### src/pcs_pkg.sv
// ----------------------------------------------------------------------------
// pcs_pkg: shared types and constants of the CV channel selector
// Field widths, command and register codes, range tables and the
// controller/datapath command and status structs.
// ----------------------------------------------------------------------------
`default_nettype none

package pcs_pkg;

    // parameter defaults
    localparam int CHANNELS_DEF    = 16;
    localparam int SAMPLE_BITS_DEF = 16;

    // field widths
    localparam int CH_W     = 4;
    localparam int SAMPLE_W = 16;
    localparam int CV_W     = 15;
    localparam int CNT_IN_W = 5;
    localparam int TICK_W   = 10;
    localparam int RANGE_W  = 3;
    localparam int CFG_IDX_W = 1;
    localparam int CFG_DATA_W = 10;

    // index arithmetic
    localparam int CVD_W = CV_W + 2;   // cv minus range minimum
    localparam int T_W   = 24;         // signed rounding numerator
    localparam int REM_W = 23;         // unsigned divider remainder
    localparam int DEN_W = 16;         // twice the span
    localparam int Q_W   = 4;          // quotient bits below saturation
    localparam logic [2:0] DIV_TOP = 3'd4;

    // command codes
    localparam logic CMD_STORE  = 1'b0;
    localparam logic CMD_SELECT = 1'b1;

    // register indexes
    localparam logic [CFG_IDX_W-1:0] REG_RANGE = 1'd0;
    localparam logic [CFG_IDX_W-1:0] REG_TICKS = 1'd1;

    localparam logic [TICK_W-1:0] TICKS_RST = 10'd48;

    // voltage range codes
    localparam logic [RANGE_W-1:0] RANGE_U10  = 3'd0;
    localparam logic [RANGE_W-1:0] RANGE_U5   = 3'd1;
    localparam logic [RANGE_W-1:0] RANGE_U1   = 3'd2;
    localparam logic [RANGE_W-1:0] RANGE_B10  = 3'd3;
    localparam logic [RANGE_W-1:0] RANGE_B5   = 3'd4;
    localparam logic [RANGE_W-1:0] RANGE_B2P5 = 3'd5;
    localparam logic [RANGE_W-1:0] RANGE_B1   = 3'd6;
    localparam logic [RANGE_W-1:0] RANGE_RSVD = 3'd7;

    typedef struct packed {
        logic       store_wr;
        logic       capture;
        logic       calc;
        logic       div_step;
        logic [2:0] div_bit;
        logic       latch_sel;
        logic       emit;
        logic       lane_inc;
    } pcs_cmd_t;

    typedef struct packed {
        logic out_free;
        logic emit_last;
    } pcs_stat_t;

    // range minimum in mV
    function automatic logic signed [CV_W-1:0] range_min(input logic [RANGE_W-1:0] code);
        logic signed [CV_W-1:0] v;
        unique case (code) inside
            RANGE_U10, RANGE_U5, RANGE_U1, RANGE_RSVD: v = 15'sd0;
            RANGE_B10:  v = -15'sd10000;
            RANGE_B5:   v = -15'sd5000;
            RANGE_B2P5: v = -15'sd2500;
            RANGE_B1:   v = -15'sd1000;
            default:    v = 15'sd0;
        endcase
        return v;
    endfunction

    // range span in mV
    function automatic logic [CV_W-1:0] range_span(input logic [RANGE_W-1:0] code);
        logic [CV_W-1:0] v;
        unique case (code) inside
            RANGE_U10, RANGE_B5:   v = 15'd10000;
            RANGE_U5, RANGE_B2P5:  v = 15'd5000;
            RANGE_U1, RANGE_RSVD:  v = 15'd1000;
            RANGE_B10:             v = 15'd20000;
            RANGE_B1:              v = 15'd2000;
            default:               v = 15'd10000;
        endcase
        return v;
    endfunction

endpackage

`default_nettype wire

### src/pcs_ctrl.sv
// ----------------------------------------------------------------------------
// pcs_ctrl: sequencing state machine
// Accepts requests, runs the product / divide / select steps and paces the
// result emission against the output register.
// ----------------------------------------------------------------------------
`default_nettype none

module pcs_ctrl
(
    input  wire logic               clk,
    input  wire logic               rst_n,
    input  wire logic               s_tvalid,
    output logic                    s_tready,
    input  wire logic               command,
    input  wire pcs_pkg::pcs_stat_t stat,
    output pcs_pkg::pcs_cmd_t       cmd
);
    import pcs_pkg::*;

    localparam logic [2:0] S_IDLE = 3'd0;
    localparam logic [2:0] S_CALC = 3'd1;
    localparam logic [2:0] S_DIV  = 3'd2;
    localparam logic [2:0] S_SEL  = 3'd3;
    localparam logic [2:0] S_EMIT = 3'd4;

    logic [2:0] state_reg, state_next;
    logic [2:0] bit_reg, bit_next;

    always_comb
    begin
        state_next = state_reg;
        bit_next   = bit_reg;
        cmd        = '0;
        s_tready   = 1'b0;
        unique case (state_reg)
            S_IDLE:
            begin
                s_tready = 1'b1;
                if (s_tvalid)
                begin
                    if (command == CMD_SELECT)
                    begin
                        cmd.capture = 1'b1;
                        state_next  = S_CALC;
                    end
                    else
                    begin
                        cmd.store_wr = 1'b1;
                    end
                end
            end
            S_CALC:
            begin
                cmd.calc   = 1'b1;
                bit_next   = DIV_TOP;
                state_next = S_DIV;
            end
            S_DIV:
            begin
                cmd.div_step = 1'b1;
                cmd.div_bit  = bit_reg;
                if (bit_reg == 3'd0)
                    state_next = S_SEL;
                else
                    bit_next = bit_reg - 3'd1;
            end
            S_SEL:
            begin
                cmd.latch_sel = 1'b1;
                state_next    = S_EMIT;
            end
            S_EMIT:
            begin
                if (stat.out_free)
                begin
                    cmd.emit = 1'b1;
                    if (stat.emit_last)
                        state_next = S_IDLE;
                    else
                        cmd.lane_inc = 1'b1;
                end
            end
            default:
            begin
                state_next = S_IDLE;
            end
        endcase
    end

    always_ff @(posedge clk or negedge rst_n)
    begin
        if (!rst_n)
        begin
            state_reg <= S_IDLE;
            bit_reg   <= 3'd0;
        end
        else
        begin
            state_reg <= state_next;
            bit_reg   <= bit_next;
        end
    end

endmodule

`default_nettype wire

### src/pcs_dp.sv
// ----------------------------------------------------------------------------
// pcs_dp: selector datapath
// Signal store, rounding product, shift-subtract divider, per-lane edge
// detectors and pulse counters, and the result register.
// ----------------------------------------------------------------------------
`default_nettype none

module pcs_dp
#(
    parameter int CHANNELS    = pcs_pkg::CHANNELS_DEF,
    parameter int SAMPLE_BITS = pcs_pkg::SAMPLE_BITS_DEF
)
(
    input  wire logic                                  clk,
    input  wire logic                                  rst_n,
    input  wire pcs_pkg::pcs_cmd_t                     cmd,
    output pcs_pkg::pcs_stat_t                         stat,
    input  wire logic [pcs_pkg::CH_W-1:0]              in_channel,
    input  wire logic signed [pcs_pkg::SAMPLE_W-1:0]   in_sample,
    input  wire logic signed [pcs_pkg::CV_W-1:0]       in_cv,
    input  wire logic [pcs_pkg::CNT_IN_W-1:0]          in_sig_ch,
    input  wire logic                                  in_poly,
    input  wire logic [pcs_pkg::CNT_IN_W-1:0]          in_cv_ch,
    input  wire logic                                  in_frame_end,
    input  wire logic [pcs_pkg::RANGE_W-1:0]           range_code,
    input  wire logic [pcs_pkg::TICK_W-1:0]            pulse_ticks,
    output logic                                       out_valid,
    input  wire logic                                  out_ready,
    output logic [pcs_pkg::CH_W-1:0]                   out_channel,
    output logic                                       out_gate,
    output logic signed [pcs_pkg::SAMPLE_W-1:0]        out_sample,
    output logic                                       out_trigger,
    output logic                                       out_last
);
    import pcs_pkg::*;

    localparam int LANES = (CHANNELS < 16) ? CHANNELS : 16;
    localparam int IDX_W = $clog2(LANES);
    localparam int CNT_W = $clog2(LANES + 1);
    localparam logic [CNT_IN_W-1:0] LANE_LIM = CNT_IN_W'(LANES);

    // store, no reset
    logic signed [SAMPLE_BITS-1:0] store_reg [LANES];

    // item registers
    logic [CH_W-1:0]        ch_reg;
    logic signed [CV_W-1:0] cv_reg;
    logic [CNT_W-1:0]       n_reg;
    logic [CNT_W-1:0]       cvn_reg;
    logic                   poly_reg;
    logic                   fend_reg;

    // divider
    logic [REM_W-1:0]  rem_reg;
    logic [DEN_W-1:0]  den_reg;
    logic [Q_W-1:0]    q_reg;
    logic              sat_reg;
    logic              neg_reg;

    logic [IDX_W-1:0]          idx_reg;
    logic signed [SAMPLE_W-1:0] samp_reg;
    logic [IDX_W-1:0]          lane_reg;

    // lane state
    logic              seen_reg [LANES];
    logic [TICK_W-1:0] left_reg [LANES];

    // result register
    logic                       valid_reg;
    logic [CH_W-1:0]            och_reg;
    logic                       gate_reg;
    logic signed [SAMPLE_W-1:0] osamp_reg;
    logic                       trig_reg;
    logic                       last_reg;

    // ---- capture -----------------------------------------------------------
    logic                in_ch_ok;
    logic [CNT_IN_W-1:0] n_sat, cvn_sat;

    assign in_ch_ok = ({1'b0, in_channel} < LANE_LIM);
    assign n_sat    = (in_sig_ch > LANE_LIM) ? LANE_LIM : in_sig_ch;

    always_comb
    begin
        cvn_sat = (in_cv_ch > LANE_LIM) ? LANE_LIM : in_cv_ch;
        if (cvn_sat == '0)
            cvn_sat = CNT_IN_W'(1);
    end

    always_ff @(posedge clk)
    begin
        if (cmd.store_wr && in_ch_ok)
            store_reg[IDX_W'(in_channel)] <= SAMPLE_BITS'(in_sample);
        if (cmd.capture)
        begin
            ch_reg   <= in_channel;
            cv_reg   <= in_cv;
            n_reg    <= CNT_W'(n_sat);
            cvn_reg  <= CNT_W'(cvn_sat);
            poly_reg <= in_poly;
            fend_reg <= in_frame_end;
        end
    end

    // ---- rounding numerator: 2*(n-1)*(cv-min) + span ----------------------
    logic [Q_W-1:0]          nm1;
    logic signed [5:0]       two_nm1;
    logic signed [CVD_W-1:0] cvd;
    logic [CV_W-1:0]         span_c;
    logic signed [T_W-1:0]   t_c;
    logic [REM_W-1:0]        den_sh;
    logic [Q_W-1:0]          idx_c;

    assign nm1     = Q_W'(n_reg - CNT_W'(1));
    assign two_nm1 = $signed({1'b0, nm1, 1'b0});
    assign span_c  = range_span(range_code);
    assign cvd     = CVD_W'(cv_reg) - CVD_W'(range_min(range_code));
    assign t_c     = T_W'(two_nm1) * T_W'(cvd) + T_W'($signed({1'b0, span_c}));
    assign den_sh  = REM_W'(den_reg) << cmd.div_bit;

    // negative numerator gives 0; saturated or too large clamps to n-1
    assign idx_c = neg_reg ? '0 : ((sat_reg || (q_reg > nm1)) ? nm1 : q_reg);

    always_ff @(posedge clk)
    begin
        if (cmd.calc)
        begin
            rem_reg <= t_c[REM_W-1:0];
            neg_reg <= t_c[T_W-1];
            den_reg <= {span_c, 1'b0};
            q_reg   <= '0;
            sat_reg <= 1'b0;
        end
        else if (cmd.div_step)
        begin
            if (cmd.div_bit == DIV_TOP)
                sat_reg <= (rem_reg >= den_sh);
            else if (rem_reg >= den_sh)
            begin
                rem_reg <= rem_reg - den_sh;
                q_reg[cmd.div_bit[1:0]] <= 1'b1;
            end
        end
        if (cmd.latch_sel)
        begin
            idx_reg  <= IDX_W'(idx_c);
            samp_reg <= SAMPLE_W'(store_reg[IDX_W'(idx_c)]);
        end
    end

    always_ff @(posedge clk or negedge rst_n)
    begin
        if (!rst_n)
            lane_reg <= '0;
        else if (cmd.latch_sel)
            lane_reg <= '0;
        else if (cmd.lane_inc)
            lane_reg <= lane_reg + IDX_W'(1);
    end

    // ---- per-result lane tick ----------------------------------------------
    logic                       ch_ok, n_zero;
    logic [IDX_W-1:0]           cur;
    logic                       hit, tick_en;
    logic                       seen_cur, rising, trig_c;
    logic [TICK_W-1:0]          left_cur, left_arm, left_next;
    logic                       clear_en, clear_one;
    logic [CNT_W-1:0]           clear_from;
    logic                       gate_c, last_c;
    logic [CH_W-1:0]            och_c;

    assign ch_ok  = ({1'b0, ch_reg} < LANE_LIM);
    assign n_zero = (n_reg == '0);

    always_comb
    begin
        if (poly_reg)
        begin
            cur        = IDX_W'(ch_reg);
            tick_en    = ch_ok && !n_zero;
            gate_c     = tick_en;
            last_c     = 1'b1;
            och_c      = ch_reg;
            clear_one  = ch_ok && n_zero;
            clear_en   = fend_reg;
            clear_from = n_zero ? '0 : cvn_reg;
        end
        else
        begin
            cur        = lane_reg;
            tick_en    = !n_zero;
            gate_c     = !n_zero && (lane_reg == idx_reg);
            last_c     = n_zero || (CNT_W'(lane_reg) == n_reg - CNT_W'(1));
            och_c      = n_zero ? '0 : CH_W'(lane_reg);
            clear_one  = 1'b0;
            clear_en   = 1'b1;
            clear_from = n_zero ? '0 : n_reg;
        end
    end

    assign hit       = (idx_reg == cur);
    assign seen_cur  = seen_reg[cur];
    assign left_cur  = left_reg[cur];
    assign rising    = hit && !seen_cur;
    assign left_arm  = (rising && (pulse_ticks > left_cur)) ? pulse_ticks : left_cur;
    assign trig_c    = (left_arm != '0);
    assign left_next = trig_c ? left_arm - TICK_W'(1) : left_arm;

    always_ff @(posedge clk or negedge rst_n)
    begin
        if (!rst_n)
        begin
            for (int i = 0; i < LANES; i++)
            begin
                seen_reg[i] <= 1'b1;
                left_reg[i] <= '0;
            end
        end
        else if (cmd.emit)
        begin
            for (int i = 0; i < LANES; i++)
            begin
                if ((clear_en && (CNT_W'(i) >= clear_from)) ||
                    (clear_one && (IDX_W'(i) == cur)))
                begin
                    seen_reg[i] <= 1'b1;
                    left_reg[i] <= '0;
                end
                else if (tick_en && (IDX_W'(i) == cur))
                begin
                    seen_reg[i] <= hit;
                    left_reg[i] <= left_next;
                end
            end
        end
    end

    // ---- result register ---------------------------------------------------
    assign stat.out_free  = !valid_reg || out_ready;
    assign stat.emit_last = last_c;

    always_ff @(posedge clk or negedge rst_n)
    begin
        if (!rst_n)
            valid_reg <= 1'b0;
        else if (cmd.emit)
            valid_reg <= 1'b1;
        else if (out_ready)
            valid_reg <= 1'b0;
    end

    always_ff @(posedge clk)
    begin
        if (cmd.emit)
        begin
            och_reg   <= och_c;
            gate_reg  <= gate_c;
            osamp_reg <= gate_c ? samp_reg : '0;
            trig_reg  <= tick_en && trig_c;
            last_reg  <= last_c;
        end
    end

    assign out_valid   = valid_reg;
    assign out_channel = och_reg;
    assign out_gate    = gate_reg;
    assign out_sample  = osamp_reg;
    assign out_trigger = trig_reg;
    assign out_last    = last_reg;

    // ---- checks ------------------------------------------------------------
    a_emit_into_free_slot: assert property (@(posedge clk) disable iff (!rst_n)
        cmd.emit |-> (!valid_reg || out_ready))
        else $error("result loaded over an untaken result");

    a_index_in_range: assert property (@(posedge clk) disable iff (!rst_n)
        (cmd.emit && !n_zero) |-> (CNT_W'(idx_reg) < n_reg))
        else $error("selected index beyond connected channels");

    a_gate_low_no_sample: assert property (@(posedge clk) disable iff (!rst_n)
        (valid_reg && !gate_reg) |-> (osamp_reg == '0))
        else $error("sample driven on a closed gate");

endmodule

`default_nettype wire

### src/poly_cv_channel_selector_core.sv
// ----------------------------------------------------------------------------
// poly_cv_channel_selector_core: CV-addressed sequential switch
// Store requests fill a per-channel sample store; select requests map a
// control voltage to a channel and report gate, sample and trigger per lane.
// ----------------------------------------------------------------------------
// A store request (tuser = 0) produces no result. A select request
// (tuser = 1) runs capture, the rounding product 2*(n-1)*(cv-min)+span,
// five steps of the shift-subtract divider that forms the channel index,
// and the store read before its first result. Then one result leaves per
// cycle while the sink takes them, through a single output register: one
// in poly mode, n in mono mode (n capped at the lane count, one when n is
// zero). The last result of a request may still wait in the output register
// while the next request is taken. Configuration writes are accepted in
// every cycle and must only be issued while no select is in flight. Up to
// min(CHANNELS,16) lanes carry an edge detector and a pulse counter; a
// lane whose selected index rises to its own number starts a pulse of
// pulse_ticks selects.
// ----------------------------------------------------------------------------
`default_nettype none

module poly_cv_channel_selector_core
#(
    parameter int CHANNELS    = pcs_pkg::CHANNELS_DEF,
    parameter int SAMPLE_BITS = pcs_pkg::SAMPLE_BITS_DEF
)
(
    input  wire logic                              clk,
    input  wire logic                              rst_n,
    // request channel
    input  wire logic                              s_tvalid,
    output logic                                   s_tready,
    // channel[3:0] sample_value[19:4] cv_mv[34:20] signal_channels[39:35]
    // cv_poly[40] cv_channels[45:41] zero[47:46]
    input  wire logic [47:0]                       s_tdata,
    input  wire logic                              s_tlast,   // frame_end
    input  wire logic                              s_tuser,   // command
    // result channel
    output logic                                   m_tvalid,
    input  wire logic                              m_tready,
    // out_channel[3:0] gate[4] selected_sample[20:5] trigger[21] zero[23:22]
    output logic [23:0]                            m_tdata,
    output logic                                   m_tlast,   // last_result
    // configuration write channel
    input  wire logic                              cfg_valid,
    output logic                                   cfg_ready,
    input  wire logic [pcs_pkg::CFG_IDX_W-1:0]     cfg_index,
    input  wire logic [pcs_pkg::CFG_DATA_W-1:0]    cfg_data
);
    import pcs_pkg::*;

    pcs_cmd_t  cmd;
    pcs_stat_t stat;

    logic [RANGE_W-1:0] range_reg;
    logic [TICK_W-1:0]  ticks_reg;

    logic [CH_W-1:0]            out_channel;
    logic                       out_gate;
    logic signed [SAMPLE_W-1:0] out_sample;
    logic                       out_trigger;

    // configuration registers; always ready
    assign cfg_ready = 1'b1;

    always_ff @(posedge clk or negedge rst_n)
    begin
        if (!rst_n)
        begin
            range_reg <= RANGE_U10;
            ticks_reg <= TICKS_RST;
        end
        else if (cfg_valid && cfg_ready)
        begin
            unique case (cfg_index)
                REG_RANGE: range_reg <= cfg_data[RANGE_W-1:0];
                REG_TICKS: ticks_reg <= cfg_data[TICK_W-1:0];
                default:   ;
            endcase
        end
    end

    pcs_ctrl u_ctrl
    (
        .clk      (clk),
        .rst_n    (rst_n),
        .s_tvalid (s_tvalid),
        .s_tready (s_tready),
        .command  (s_tuser),
        .stat     (stat),
        .cmd      (cmd)
    );

    pcs_dp
    #(
        .CHANNELS    (CHANNELS),
        .SAMPLE_BITS (SAMPLE_BITS)
    )
    u_dp
    (
        .clk          (clk),
        .rst_n        (rst_n),
        .cmd          (cmd),
        .stat         (stat),
        .in_channel   (s_tdata[3:0]),
        .in_sample    ($signed(s_tdata[19:4])),
        .in_cv        ($signed(s_tdata[34:20])),
        .in_sig_ch    (s_tdata[39:35]),
        .in_poly      (s_tdata[40]),
        .in_cv_ch     (s_tdata[45:41]),
        .in_frame_end (s_tlast),
        .range_code   (range_reg),
        .pulse_ticks  (ticks_reg),
        .out_valid    (m_tvalid),
        .out_ready    (m_tready),
        .out_channel  (out_channel),
        .out_gate     (out_gate),
        .out_sample   (out_sample),
        .out_trigger  (out_trigger),
        .out_last     (m_tlast)
    );

    assign m_tdata = {2'b00, out_trigger, out_sample, out_gate, out_channel};

endmodule

`default_nettype wire

### config.mk
export PLATFORM = sky130hd
export DESIGN_NAME = poly_cv_channel_selector_core
export DESIGN_NICKNAME = d
export VERILOG_FILES = /design/src/pcs_pkg.sv /design/src/pcs_ctrl.sv /design/src/pcs_dp.sv /design/src/poly_cv_channel_selector_core.sv
export SDC_FILE = /design/constraint.sdc
export NUM_CORES = 1
export LEC_CHECK = 0
export ABC_CLOCK_PERIOD_IN_PS = 6400
export BUFFER_PORTS_ARGS = -buffer_cell sky130_fd_sc_hd__buf_2
export CORE_MARGIN = 5
export CORE_UTILIZATION = 57
export DETAILED_ROUTE_END_ITERATION = 8
export PLACE_DENSITY = 0.77
export SETUP_SLACK_MARGIN = 0.2
export SYNTH_ARGS = -nofsm -noshare
export SYNTH_HDL_FRONTEND = slang
export SYNTH_SLANG_ARGS = --single-unit
export TNS_END_PERCENT = 10
### constraint.sdc
create_clock -name clk -period 6.4 [get_ports clk]
set_input_delay 0.64 -clock clk [delete_from_list [all_inputs] [get_ports clk]]
set_output_delay 0.64 -clock clk [all_outputs]
set_load 0.005 [all_outputs]
==> flow_summary.toml <==
[outcome]
outcome = "finished, violations left"
violations = "negative setup slack"

[global_routing]
grt_usage = 0.268
antenna_found_initial = 7
grt_pass1_vias = 22342
grt_max_degree = 121
overflow = 0
grt_pass1_wl_mm = 122

[timing]
max_freq_mhz = 156
finalClockSkew_ns = 0.0727
tightest_slew_ns = 1.12
setup_violations = 4
hold_viol = 0
period_needed_ns = 6.43
finalSetupTns_ns = -0.0632
period_share = 1.00
drv_slew = 0
relSlewSlack = 0.255
rsz0062_at_grt = "true"
fin_ws_ns = -0.0302

[cts]
path_clk_slew_ns = 0.06
cts_root_buf = "clkbuf_16"
postCtsHoldBufs = 0
cts_buffers = 57
worstSkewPairLatency_ns = 0.64
cts_tree = "yes"
clockBufferDepth = 3
htreeDepth = 2
clock_sinks = 568

[routing]
wire_per_inst_um = 22.3
drc = 0
firstDrtPassIters = 6
drt-total-wl_mm = 79.4
drtAntennaViolNets = 0
drt-initial-drc-count = 2141
via_per_inst = 6.31
vias = 22459

[cells_and_area]
largest_reg_flops = 256
nFillCells = 3474
layout-drive-gt1-share = 0.235
utilization = 0.680
layout.cells.non_filler = 3562
fin_nets = 3032
synthToLayoutAreaGrowth_pct = 17.5

[logic_synthesis]
yosysWarnings = 0
syn_avg_cell_area_sq_um = 11.4
synth-edff-count = 363
synthesis.instances = 2625
async_flop_share = 0.352
yosysUniqueCellTypes = 84
netlist_area_sq_mm = 0.0299
ys_seq_area_frac = 0.537
ys_seq_elements = 568
ys_dominant_reg_cell = "edfxtp_1"

[die]
die_y_um = 239
rows = 83
initial_core_util = 0.579
dieArea_sq_mm = 0.0571
ios = 94
die_x_um = 239
core_area_sq_mm = 0.0516

[setup_path]
startpoint_type = "flip-flop"
slowest_delay_ns = 0.54
crit_type = "flip-flop to flip-flop"
cpMaxStageDelayCell = "fa_1"
crit_fanout = 5
cp_data_required_time_ns = 6.78
cp-end-kind = "flip-flop"
cp.arrival_ns = 6.81

[worst_hold_path]
min_path_type = "input pin to async pin"

[placed_design]
hpwlAfterDp_mm = 52.2
port_buffers = 88
gp_congestion = 0.912
place_inst = 3403

[job]
maxCapViolCount = 0
## area by class of cell
class | instances | area, sq um | share of cell area
sequential | 568 | 16000 | 0.457
clock inverter | 42 | 517 | 0.0147
antenna | 2 | 5.00 | 0.000143
multi-input combinational | 1799 | 13700 | 0.391
clock buffer | 66 | 1520 | 0.0433
tap | 680 | 851 | 0.0242
inverter | 125 | 472 | 0.0134
timing repair buffer | 280 | 2000 | 0.0569
## per-layer routing
metal  global-route usage  share of wire  vias up
met4                0.113          0.047        8
met1                0.353           0.38    11027
met3               0.0451          0.081      248
met2                0.445           0.49     1096
li1                     -              -    10080
met5                    0        0.00058        -
## worst max-delay path, delay by kind of cell (launching register included)
| kind | cells | cell delay [ns] |
|---|---|---|
| AO/OA/AOI/OAI | 7 | 1.39 |
| XOR/XNOR | 3 | 0.47 |
| adder cells (fa/ha/maj) | 6 | 2.21 |
| buffers and inverters | 6 | 0.71 |
| flip-flops | 1 | 0.45 |
| AND/OR/NAND/NOR | 9 | 0.92 |
## cells by family after synthesis
| kind of cell | share of synthesized area |
|---|---|
| adders and majority gates | 0.0657 |
| xor gates and xnor gates | 0.0228 |
| DFF | 0.537 |
| buffers and inverters | 0.0341 |
| other | 0.000251 |
| muxes | 0.0910 |
| AOI/OAI and AO/OA | 0.134 |
| and+or+nand+nor | 0.116 |
## cell usage after synthesis (28+ instances only)
master,count,area share
o31ai_1,47,0.012
xnor2_1,49,0.014
edfxtp_1,363,0.36
a21o_1,31,0.0078
nand2_1,268,0.034
fa_1,35,0.023
clkbuf_1,101,0.013
nor3_1,46,0.0077
nor2b_1,28,0.0059
o22ai_1,54,0.011
a211oi_1,43,0.011
mux2i_1,109,0.037
ha_1,100,0.042
o21ai_0,199,0.033
nand3_1,45,0.0075
and2_1,39,0.0082
dfrtp_1,182,0.15
mux2_2,80,0.030
mux4_2,31,0.023
inv_1,124,0.016
nor2_1,187,0.023
a21oi_1,82,0.014
## what timing repair did
item | CTS | global route
endpoints found under the setup margin | 52 | 172
pin swaps | 45 | 98
buffers inserted | 16 | 33
resized for setup | 66 | 106
## per-stage QoR
stage,hold WS [ns],setup WS (ns),area (sq um)
floorplan,0.344,0.161,30000
global placement,0.447,0.0165,31900
finish,0.154,-0.0302,35100
global route,0.156,-0.303,35100
detailed placement,0.451,-0.274,31900
CTS,0.134,0.0191,34300
## placed cells by master (no fill, tap or decap), types with 31 or more instances in the layout
cell         n
a21oi_1     71
clkbuf_16   57
a21o_1      31
mux4_2      31
mux2_2      79
o22ai_1     53
dfrtp_1    178
xnor2_1     42
inv_1      112
o31ai_1     44
mux2i_1    108
nand3_1     43
ha_1        83
edfxtp_1   363
o21ai_0    193
buf_4      171
nand2_1    259
buf_2       87
and2_1      36
nor3_1      37
fa_1        34
nor2_1     175
a211oi_1    38
## final timing paths
kind | startpoint | end | slack, ns | cells past startpoint
max | range_reg[1] | u_dp.rem_reg[19] | -0.03 | 31
min | rst_n | u_dp.left_reg[17] | 0.15 | 1
max reg2reg | range_reg[1] | u_dp.rem_reg[19] | -0.03 | 31
min reg2reg | u_dp.seen_reg[8] | u_dp.seen_reg[8] | 0.46 | 2
max in group asynchronous | rst_n | u_dp.lane_reg[1] | 4.52 | 2
min in group clk | s_tdata[22] | u_dp.cv_reg[2] | 0.17 | 1
Power is left out: the tool's default activity adds up to more than one toggle a clock period on the data nets, which glitch-free logic cannot reach.
